--- config.mk ---
export PLATFORM = sky130hd
export DESIGN_NAME = dual_ultrasonic_ranging_sequencer_unit
export DESIGN_NICKNAME = d
export VERILOG_FILES = /design/src/hdl/durs_pkg.sv /design/src/hdl/dual_ultrasonic_ranging_sequencer_unit.sv /design/src/hdl/durs_phase_ctrl.sv /design/src/hdl/durs_echo_meas.sv
export SDC_FILE = /design/constraint.sdc
export NUM_CORES = 1
export LEC_CHECK = 0
export BUFFER_PORTS_ARGS = -buffer_cell sky130_fd_sc_hd__buf_2
export CORE_MARGIN = 2
export CORE_UTILIZATION = 40
export DETAILED_ROUTE_END_ITERATION = 8
export HOLD_SLACK_MARGIN = 0.15
export PLACE_DENSITY = 0.53
export SETUP_SLACK_MARGIN = 0.5
export SYNTH_ARGS = -nofsm -noshare
export SYNTH_HDL_FRONTEND = slang
export SYNTH_SLANG_ARGS = --single-unit
--- constraint.sdc ---
create_clock -name clk -period 21.5 [get_ports clk]
set_input_delay 1.075 -clock clk [delete_from_list [all_inputs] [get_ports clk]]
set_output_delay 1.075 -clock clk [all_outputs]
set_load 0.02 [all_outputs]
--- src/hdl/durs_pkg.sv ---
// Shared types and constants for the dual ultrasonic ranging sequencer.
// No dependencies; every module in hdl/ imports this package.
package durs_pkg;

    // Sequencer phases: A low, A high, A listen, A gap, then the same for B
    typedef enum logic [2:0] {
        PH_A_LOW    = 3'd0,
        PH_A_HIGH   = 3'd1,
        PH_A_LISTEN = 3'd2,
        PH_A_GAP    = 3'd3,
        PH_B_LOW    = 3'd4,
        PH_B_HIGH   = 3'd5,
        PH_B_LISTEN = 3'd6,
        PH_B_GAP    = 3'd7
    } phase_t;

    // Configuration register indexes
    typedef enum logic [2:0] {
        CFG_TRIGGER_WIDTH = 3'd0,
        CFG_LISTEN_A      = 3'd1,
        CFG_LISTEN_B      = 3'd2,
        CFG_GAP_AFTER_A   = 3'd3,
        CFG_GAP_AFTER_B   = 3'd4,
        CFG_MAX_PULSE_A   = 3'd5,
        CFG_MAX_PULSE_B   = 3'd6,
        CFG_UNUSED        = 3'd7
    } cfg_index_t;

    // Refresh codes on the updated field
    localparam logic [1:0] UPD_NONE = 2'd0;
    localparam logic [1:0] UPD_A    = 2'd1;
    localparam logic [1:0] UPD_B    = 2'd2;

    localparam int unsigned TICK_W  = 17;
    localparam int unsigned DIST_W  = 20;
    localparam int unsigned CFG_W   = 17;

    localparam logic [TICK_W-1:0] PRE_LOW_TICKS = 17'd2;
    localparam logic [TICK_W-1:0] COUNT_MAX     = 17'h1FFFF;

    // Distance in Q8 cm: pulse * 281 >> 6
    localparam logic [8:0]  Q8_MUL   = 9'd281;
    localparam int unsigned Q8_SHIFT = 6;
    localparam int unsigned PROD_W   = TICK_W + 9;

    typedef struct packed {
        logic [7:0]        trigger_width;
        logic [TICK_W-1:0] listen_a;
        logic [TICK_W-1:0] listen_b;
        logic [TICK_W-1:0] gap_after_a;
        logic [TICK_W-1:0] gap_after_b;
        logic [TICK_W-1:0] max_pulse_a;
        logic [TICK_W-1:0] max_pulse_b;
    } cfg_t;

    localparam cfg_t CFG_RESET = '{
        trigger_width: 8'd10,
        listen_a:      17'd40000,
        listen_b:      17'd75000,
        gap_after_a:   17'd10000,
        gap_after_b:   17'd20000,
        max_pulse_a:   17'd38000,
        max_pulse_b:   17'd60000
    };

    // Phase status passed from the sequencer to the echo timer
    typedef struct packed {
        phase_t phase;
        logic   on_b;
        logic   listening;
        logic   phase_end;
        logic   enter_low;
    } phase_info_t;

    typedef struct packed {
        logic echo_a;
        logic echo_b;
    } durs_in_t;

    typedef struct packed {
        logic              trig_a;
        logic              trig_b;
        logic [DIST_W-1:0] dist_a;
        logic [DIST_W-1:0] dist_b;
        logic [1:0]        updated;
    } durs_out_t;

endpackage

--- src/hdl/dual_ultrasonic_ranging_sequencer_unit.sv ---
// Dual ultrasonic ranging sequencer, top level.
// Pipeline: a tick transferred in passes the input register, then the result
// register; one tick per cycle is taken sustained while the receiver accepts
// results, limited only by the single-stage step logic and one 17x9 multiplier.
// Reset: sequencer at sensor A pre-trigger low, distances zero, registers
// at their documented defaults. Depends on durs_pkg and the two submodules.
module dual_ultrasonic_ranging_sequencer_unit (
    input  logic                       clk,
    input  logic                       rst_n,
    input  logic                       in_valid,
    output logic                       in_ready,
    input  durs_pkg::durs_in_t         in_data,
    output logic                       out_valid,
    input  logic                       out_ready,
    output durs_pkg::durs_out_t        out_data,
    input  logic                       cfg_we,
    input  logic [2:0]                 cfg_index,
    input  logic [durs_pkg::CFG_W-1:0] cfg_wdata
);
    import durs_pkg::*;

    cfg_t        cfg_reg;
    logic        in_valid_reg;
    durs_in_t    in_data_reg;
    logic        out_valid_reg;
    logic        trig_a_reg, trig_b_reg;
    logic [1:0]  updated_reg;
    logic        advance;
    phase_info_t info;
    logic [1:0]  updated;
    logic [DIST_W-1:0] dist_a, dist_b;

    // Step the sequencer when the result register is free or being drained
    assign advance  = in_valid_reg && (!out_valid_reg || out_ready);
    assign in_ready = !in_valid_reg || advance;

    // Write configuration registers; unknown indexes are dropped
    always_ff @(posedge clk or negedge rst_n)
    begin
        if (!rst_n)
        begin
            cfg_reg <= CFG_RESET;
        end
        else if (cfg_we)
        begin
            case (cfg_index_t'(cfg_index))
                CFG_TRIGGER_WIDTH: cfg_reg.trigger_width <= cfg_wdata[7:0];
                CFG_LISTEN_A:      cfg_reg.listen_a      <= cfg_wdata;
                CFG_LISTEN_B:      cfg_reg.listen_b      <= cfg_wdata;
                CFG_GAP_AFTER_A:   cfg_reg.gap_after_a   <= cfg_wdata;
                CFG_GAP_AFTER_B:   cfg_reg.gap_after_b   <= cfg_wdata;
                CFG_MAX_PULSE_A:   cfg_reg.max_pulse_a   <= cfg_wdata;
                CFG_MAX_PULSE_B:   cfg_reg.max_pulse_b   <= cfg_wdata;
                default:           ;
            endcase
        end
    end

    // Capture the incoming tick
    always_ff @(posedge clk or negedge rst_n)
    begin
        if (!rst_n)
        begin
            in_valid_reg <= 1'b0;
        end
        else if (in_ready)
        begin
            in_valid_reg <= in_valid;
        end
    end

    always_ff @(posedge clk)
    begin
        if (in_valid && in_ready)
        begin
            in_data_reg <= in_data;
        end
    end

    durs_phase_ctrl u_phase (
        .clk   (clk),
        .rst_n (rst_n),
        .step  (advance),
        .cfg   (cfg_reg),
        .info  (info)
    );

    durs_echo_meas u_echo (
        .clk         (clk),
        .rst_n       (rst_n),
        .step        (advance),
        .info        (info),
        .echo_a      (in_data_reg.echo_a),
        .echo_b      (in_data_reg.echo_b),
        .max_pulse_a (cfg_reg.max_pulse_a),
        .max_pulse_b (cfg_reg.max_pulse_b),
        .dist_a      (dist_a),
        .dist_b      (dist_b),
        .updated     (updated)
    );

    // Load the result register; distances live in the hold registers
    always_ff @(posedge clk or negedge rst_n)
    begin
        if (!rst_n)
        begin
            out_valid_reg <= 1'b0;
        end
        else if (advance)
        begin
            out_valid_reg <= 1'b1;
        end
        else if (out_ready)
        begin
            out_valid_reg <= 1'b0;
        end
    end

    always_ff @(posedge clk)
    begin
        if (advance)
        begin
            trig_a_reg  <= (info.phase == PH_A_HIGH);
            trig_b_reg  <= (info.phase == PH_B_HIGH);
            updated_reg <= updated;
        end
    end

    assign out_valid        = out_valid_reg;
    assign out_data.trig_a  = trig_a_reg;
    assign out_data.trig_b  = trig_b_reg;
    assign out_data.dist_a  = dist_a;
    assign out_data.dist_b  = dist_b;
    assign out_data.updated = updated_reg;

    // Both triggers are never driven in the same tick
    assert property (@(posedge clk) disable iff (!rst_n)
        out_valid |-> !(out_data.trig_a && out_data.trig_b))
        else $error("both trigger lines high");

    // A distance refresh only happens as the phase moves on
    assert property (@(posedge clk) disable iff (!rst_n)
        (advance && updated != UPD_NONE) |=> (info.phase != $past(info.phase)))
        else $error("distance refreshed without phase change");

    // A refresh of either distance never happens while a trigger is being driven
    assert property (@(posedge clk) disable iff (!rst_n)
        (out_valid && out_data.updated != UPD_NONE) |->
        (!out_data.trig_a && !out_data.trig_b))
        else $error("refresh during trigger phase");

    // A buffered tick with a free result register moves on
    assert property (@(posedge clk) disable iff (!rst_n)
        (in_valid_reg && !out_valid_reg) |=> out_valid_reg)
        else $error("tick stalled with free result register");

endmodule

--- src/hdl/durs_phase_ctrl.sv ---
// Phase sequencer: phase register and tick timer for both sensors.
// Depends on durs_pkg.
module durs_phase_ctrl (
    input  logic                 clk,
    input  logic                 rst_n,
    input  logic                 step,
    input  durs_pkg::cfg_t       cfg,
    output durs_pkg::phase_info_t info
);
    import durs_pkg::*;

    phase_t            phase_reg, phase_next;
    logic [TICK_W-1:0] timer_reg, timer_next;
    logic [TICK_W-1:0] len;
    logic [TICK_W:0]   timer_inc;
    phase_t            succ;

    // Select the length of the current phase, zero taken as one tick
    always_comb
    begin
        case (phase_reg)
            PH_A_LOW, PH_B_LOW:   len = PRE_LOW_TICKS;
            PH_A_HIGH, PH_B_HIGH: len = {{(TICK_W-8){1'b0}}, cfg.trigger_width};
            PH_A_LISTEN:          len = cfg.listen_a;
            PH_A_GAP:             len = cfg.gap_after_a;
            PH_B_LISTEN:          len = cfg.listen_b;
            default:              len = cfg.gap_after_b;
        endcase
        if (len == '0)
        begin
            len = {{(TICK_W-1){1'b0}}, 1'b1};
        end
    end

    // Pick the following phase, skip a gap of zero
    always_comb
    begin
        case (phase_reg)
            PH_A_LISTEN: succ = (cfg.gap_after_a == '0) ? PH_B_LOW : PH_A_GAP;
            PH_B_LISTEN: succ = (cfg.gap_after_b == '0) ? PH_A_LOW : PH_B_GAP;
            default:     succ = phase_t'(phase_reg + 3'd1);
        endcase
    end

    assign timer_inc = {1'b0, timer_reg} + {{TICK_W{1'b0}}, 1'b1};

    always_comb
    begin
        info.phase     = phase_reg;
        info.on_b      = (phase_reg == PH_A_GAP) || (phase_reg == PH_B_LOW) ||
                         (phase_reg == PH_B_HIGH) || (phase_reg == PH_B_LISTEN);
        info.listening = (phase_reg == PH_A_LISTEN) || (phase_reg == PH_B_LISTEN);
        info.phase_end = (timer_inc >= {1'b0, len});
        info.enter_low = info.phase_end && ((succ == PH_A_LOW) || (succ == PH_B_LOW));

        phase_next = phase_reg;
        timer_next = timer_reg;
        if (step)
        begin
            if (info.phase_end)
            begin
                phase_next = succ;
                timer_next = '0;
            end
            else
            begin
                timer_next = timer_inc[TICK_W-1:0];
            end
        end
    end

    // Hold phase and timer between ticks
    always_ff @(posedge clk or negedge rst_n)
    begin
        if (!rst_n)
        begin
            phase_reg <= PH_A_LOW;
            timer_reg <= '0;
        end
        else
        begin
            phase_reg <= phase_next;
            timer_reg <= timer_next;
        end
    end

endmodule

--- src/hdl/durs_echo_meas.sv ---
// Echo pulse timer and distance conversion for the active sensor.
// Depends on durs_pkg; phase status comes from durs_phase_ctrl.
module durs_echo_meas (
    input  logic                        clk,
    input  logic                        rst_n,
    input  logic                        step,
    input  durs_pkg::phase_info_t       info,
    input  logic                        echo_a,
    input  logic                        echo_b,
    input  logic [durs_pkg::TICK_W-1:0] max_pulse_a,
    input  logic [durs_pkg::TICK_W-1:0] max_pulse_b,
    output logic [durs_pkg::DIST_W-1:0] dist_a,
    output logic [durs_pkg::DIST_W-1:0] dist_b,
    output logic [1:0]                  updated
);
    import durs_pkg::*;

    logic              prev_reg, prev_next;
    logic              seen_reg, seen_next;
    logic              ready_reg, ready_next;
    logic [TICK_W-1:0] count_reg, count_next;
    logic [TICK_W-1:0] latch_reg, latch_next;
    logic [DIST_W-1:0] dist_a_reg, dist_a_next;
    logic [DIST_W-1:0] dist_b_reg, dist_b_next;
    logic              lvl;
    logic [TICK_W-1:0] limit;
    logic [PROD_W-1:0] prod;

    assign lvl   = info.on_b ? echo_b : echo_a;
    assign limit = info.on_b ? max_pulse_b : max_pulse_a;
    assign prod  = PROD_W'(latch_next) * PROD_W'(Q8_MUL);

    always_comb
    begin
        prev_next   = prev_reg;
        seen_next   = seen_reg;
        ready_next  = ready_reg;
        count_next  = count_reg;
        latch_next  = latch_reg;
        dist_a_next = dist_a_reg;
        dist_b_next = dist_b_reg;
        updated     = UPD_NONE;

        // Time the echo pulse inside the listen window
        if (info.listening)
        begin
            if (lvl && !prev_reg)
            begin
                seen_next  = 1'b1;
                count_next = {{(TICK_W-1){1'b0}}, 1'b1};
            end
            else if (lvl && seen_reg)
            begin
                if (count_reg != COUNT_MAX)
                begin
                    count_next = count_reg + {{(TICK_W-1){1'b0}}, 1'b1};
                end
            end
            else if (!lvl && prev_reg && seen_reg)
            begin
                latch_next = (count_reg > limit) ? '0 : count_reg;
                ready_next = 1'b1;
                seen_next  = 1'b0;
            end
        end
        prev_next = lvl;

        // Convert a measured pulse when the window closes
        if (info.phase_end && info.listening && ready_next)
        begin
            if (info.on_b)
            begin
                dist_b_next = prod[Q8_SHIFT +: DIST_W];
                updated     = UPD_B;
            end
            else
            begin
                dist_a_next = prod[Q8_SHIFT +: DIST_W];
                updated     = UPD_A;
            end
        end

        // Drop any pending pulse when a new trigger cycle starts
        if (info.enter_low)
        begin
            ready_next = 1'b0;
            seen_next  = 1'b0;
        end

        if (!step)
        begin
            updated = UPD_NONE;
        end
    end

    // Advance measurement state once per tick
    always_ff @(posedge clk or negedge rst_n)
    begin
        if (!rst_n)
        begin
            prev_reg   <= 1'b0;
            seen_reg   <= 1'b0;
            ready_reg  <= 1'b0;
            count_reg  <= '0;
            latch_reg  <= '0;
            dist_a_reg <= '0;
            dist_b_reg <= '0;
        end
        else if (step)
        begin
            prev_reg   <= prev_next;
            seen_reg   <= seen_next;
            ready_reg  <= ready_next;
            count_reg  <= count_next;
            latch_reg  <= latch_next;
            dist_a_reg <= dist_a_next;
            dist_b_reg <= dist_b_next;
        end
    end

    assign dist_a = dist_a_reg;
    assign dist_b = dist_b_reg;

endmodule

==> impl_metrics.tcl <==
set metrics [dict create \
    status "complete, no violations" \
    maxCapViolations 0 \
    clkSlewWorstSetupHoldPaths_ns 0.06 \
    dp.cells 1631 \
    fillCellCount 2948 \
    worst_pin_slew_ns 1.11 \
    chipWidth_um 184 \
    ys_seq_area_share_pct 42.3 \
    cts_sinks 215 \
    grt_pass1_wl_mm 52.4 \
    whs_path_depth 2 \
    htreeDepth 1 \
    drive_gt1_share_pct 25.1 \
    cp.required_ns 21.92 \
    cts_buffer_depth 3 \
    synth-edff-count 6 \
    cts_root_buffer "clkbuf_16" \
    grt_max_degree 100 \
    largest_register_ffs 110 \
    crit_fanout 22 \
    insertedDiodeCount 0 \
    leakage_nw 7.11 \
    rsz0062_at_grt "no" \
    antenna_found_initial 1 \
    utilization_pct 46.0 \
    initial_core_util_pct 40.8 \
    ant_nets 0 \
    drv_slew 0 \
    synth_nets 1354 \
    area_delta_synth_final_pct 12.9 \
    synth_top_area_share_pct 33.2 \
    worst-setup-path-type "flop to flop" \
    rows 65 \
    cts_made_buffers 26 \
    totalWireLength_mm 32.0 \
    fin_crit_sh_pct 39.0 \
    viasPerCell 5.48 \
    cp-start-kind "flop" \
    design_area_um2 14600 \
    crit_arrival_ns 8.80 \
    synth_ff_type "dfrtp_1" \
    die_area_um2 33700 \
    die-height_um 184 \
    cts_setup_buffers 0 \
    synthTopCellsByArea "dfrtp_1 33%, mux2_2 12%, ha_1 10%" \
    place_area_um2 13700 \
    cp-end-kind "flop" \
    power_density_nw_per_um2 101 \
    reg2reg_slack_ns 13.12 \
    clock_latency_ns 0.54 \
    cts_resized 0 \
    cts_tree "built" \
    relSlewSlack_pct 25.6 \
    ir_worst_vdd_mv 0.0639 \
    nets 1415 \
    r2r_end "u_echo.dist_a[10]$_DFFE_PN0P_" \
    synth.avg_cell_area_um2 10.8 \
    yosysMostFrequentCell "dfrtp_1" \
    timing.fmax_mhz 119 \
    wl_per_cell_um 19.1 \
    yosysWarnings 0 \
    skew_ns 0.0113 \
    hp-class "flop to flop" \
    ios 73 \
    port_buffers 72 \
    fin_crit_ns 8.38 \
    grt_pass1_vias 9339 \
    reg2reg_depth 26 \
    grt_overflow 0 \
    drc 0 \
    whs_endpoint "u_echo.dist_a[11]$_DFFE_PN0P_" \
    min-delay-start "u_echo.dist_a[11]$_DFFE_PN0P_" \
    finalSetupTns_ns 0 \
    final_cells 1679 \
    grt_use_total_pct 19.5 \
    hold_viol 0 \
    ctsHoldBuffers 0 \
    place_congestion 0.914 \
    synth_cell_types 67 \
    coreArea_um2 31600 \
    drt_iter0_markers 620 \
    yosysTopAreaCell "dfrtp_1" \
    synth.cell_area_um2 12900 \
    setup_viol_count_final 0 \
    dp_hpwl_mm 23.6 \
    async_flop_share_pct 97.2 \
    netlist_instances 1196 \
    netlist_top_cells_count "171 x dfrtp_1, 149 x nand2_1, 142 x mux2_2" \
    vias 9196 \
    dr.pass1.iters 5 \
    reg2reg_from "u_phase.phase_reg[1]$_DFFE_PN0P_" \
    ys_seq_elements 215 \
]
metal layers:
metal / global-route usage, % / vias to the layer above / wire [µm]
met5: 0 / - / 11
met4: 3.97 / 2 / 673
met3: 3.05 / 46 / 1340
met2: 30.9 / 196 / 14100
met1: 28.4 / 4537 / 15900
li1: - / 4415 / -
final cells by class:
cell class	instances	area, µm²	area share [%]
tap	402	503	3.45
inverter	66	248	1.70
timing repair buffer	80	429	2.95
clock inverter	10	121	0.834
sequential	215	5460	37.5
multi-input combinational	868	7020	48.2
clock buffer	38	786	5.40
through the flow:
step | hold slack (ns) | power [W] | setup slack [ns]
6_report | 0.465 | 0.00147 | 13.12
5_1_grt | 0.498 | 0.00157 | 12.44
4_1_cts | 0.475 | 0.00148 | 13.10
3_5_place_dp | 0.460 | 0.00102 | 13.13
3_3_place_gp | 0.455 | 0.00101 | 13.19
2_1_floorplan | 0.447 | 0.000877 | 13.94
cell families (layout without fill, tap and decap cells):
family,count (synthesis),in the layout,synth area share [%]
AO/OA/AOI/OAI,185,185,9.72
XOR/XNOR,43,43,2.92
adder cells (fa/ha/maj),131,131,14.2
buffers and inverters,113,194,3.57
flip-flops,215,215,42.3
multiplexers,172,172,14.7
AND/OR/NAND/NOR,337,337,12.6
report_power, final:
| part | internal [W] | leakage (nW) | total [W] | switching [W] |
|---|---|---|---|---|
| logic | 0.000198 | 4.00 | 0.000473 | 0.000275 |
| clock network | 0.000278 | 0.445 | 0.000457 | 0.000179 |
| registers | 0.000482 | 2.67 | 0.000540 | 0.0000581 |
worst max path at each step:
stage | startpoint | to | slack (ns) | cells after the start
after floorplan | u_phase.phase_reg[0]$_DFFE_PN0P_ | u_echo.dist_a[17]$_DFFE_PN0P_ | 13.94 | 30
after global placement | u_phase.phase_reg[1]$_DFFE_PN0P_ | u_echo.dist_b[10]$_DFFE_PN0P_ | 13.19 | 26
after detailed placement | u_phase.phase_reg[1]$_DFFE_PN0P_ | u_echo.dist_a[10]$_DFFE_PN0P_ | 13.13 | 26
after CTS | u_phase.phase_reg[1]$_DFFE_PN0P_ | u_echo.dist_a[10]$_DFFE_PN0P_ | 13.10 | 26
after global routing | u_phase.phase_reg[1]$_DFFE_PN0P_ | u_echo.dist_a[10]$_DFFE_PN0P_ | 12.44 | 26
final | u_phase.phase_reg[1]$_DFFE_PN0P_ | u_echo.dist_a[10]$_DFFE_PN0P_ | 13.12 | 26
placed cells by master (no fill, tap or decap), types with 16 or more instances in the layout:
master	instances
a21oi_1	36
a22o_1	21
buf_2	71
clkbuf_16	26
dfrtp_1	171
dfstp_2	38
fa_1	25
ha_1	106
inv_1	64
mux2_2	142
mux2i_1	30
nand2_1	149
nand3_1	19
nand4_1	16
nor2_1	58
nor3_1	16
o21ai_0	52
xnor2_1	19
xor2_1	24
critical path, stage by stage (launching register included):
cell and delay [ns]:
dfrtp_1 0.39, inv_1 0.08, ha_1 0.38, nor3_4 0.22, a21o_2 0.56, mux2i_1 0.27
ha_1 0.25, and3_1 0.20, a221oi_1 0.22, o21ai_0 0.13, a2111o_1 0.43, nand2_1 0.60
a22o_1 0.47, ha_1 0.30, ha_1 0.27, inv_1 0.05, fa_1 0.51, fa_1 0.55
inv_1 0.04, ha_1 0.36, a21o_1 0.20, a21oi_1 0.14, o221ai_1 0.12, a21o_1 0.26
a21oi_1 0.73, xnor2_1 0.20, mux2_2 0.30
No activity file was read; power rests on OpenSTA's default activity.
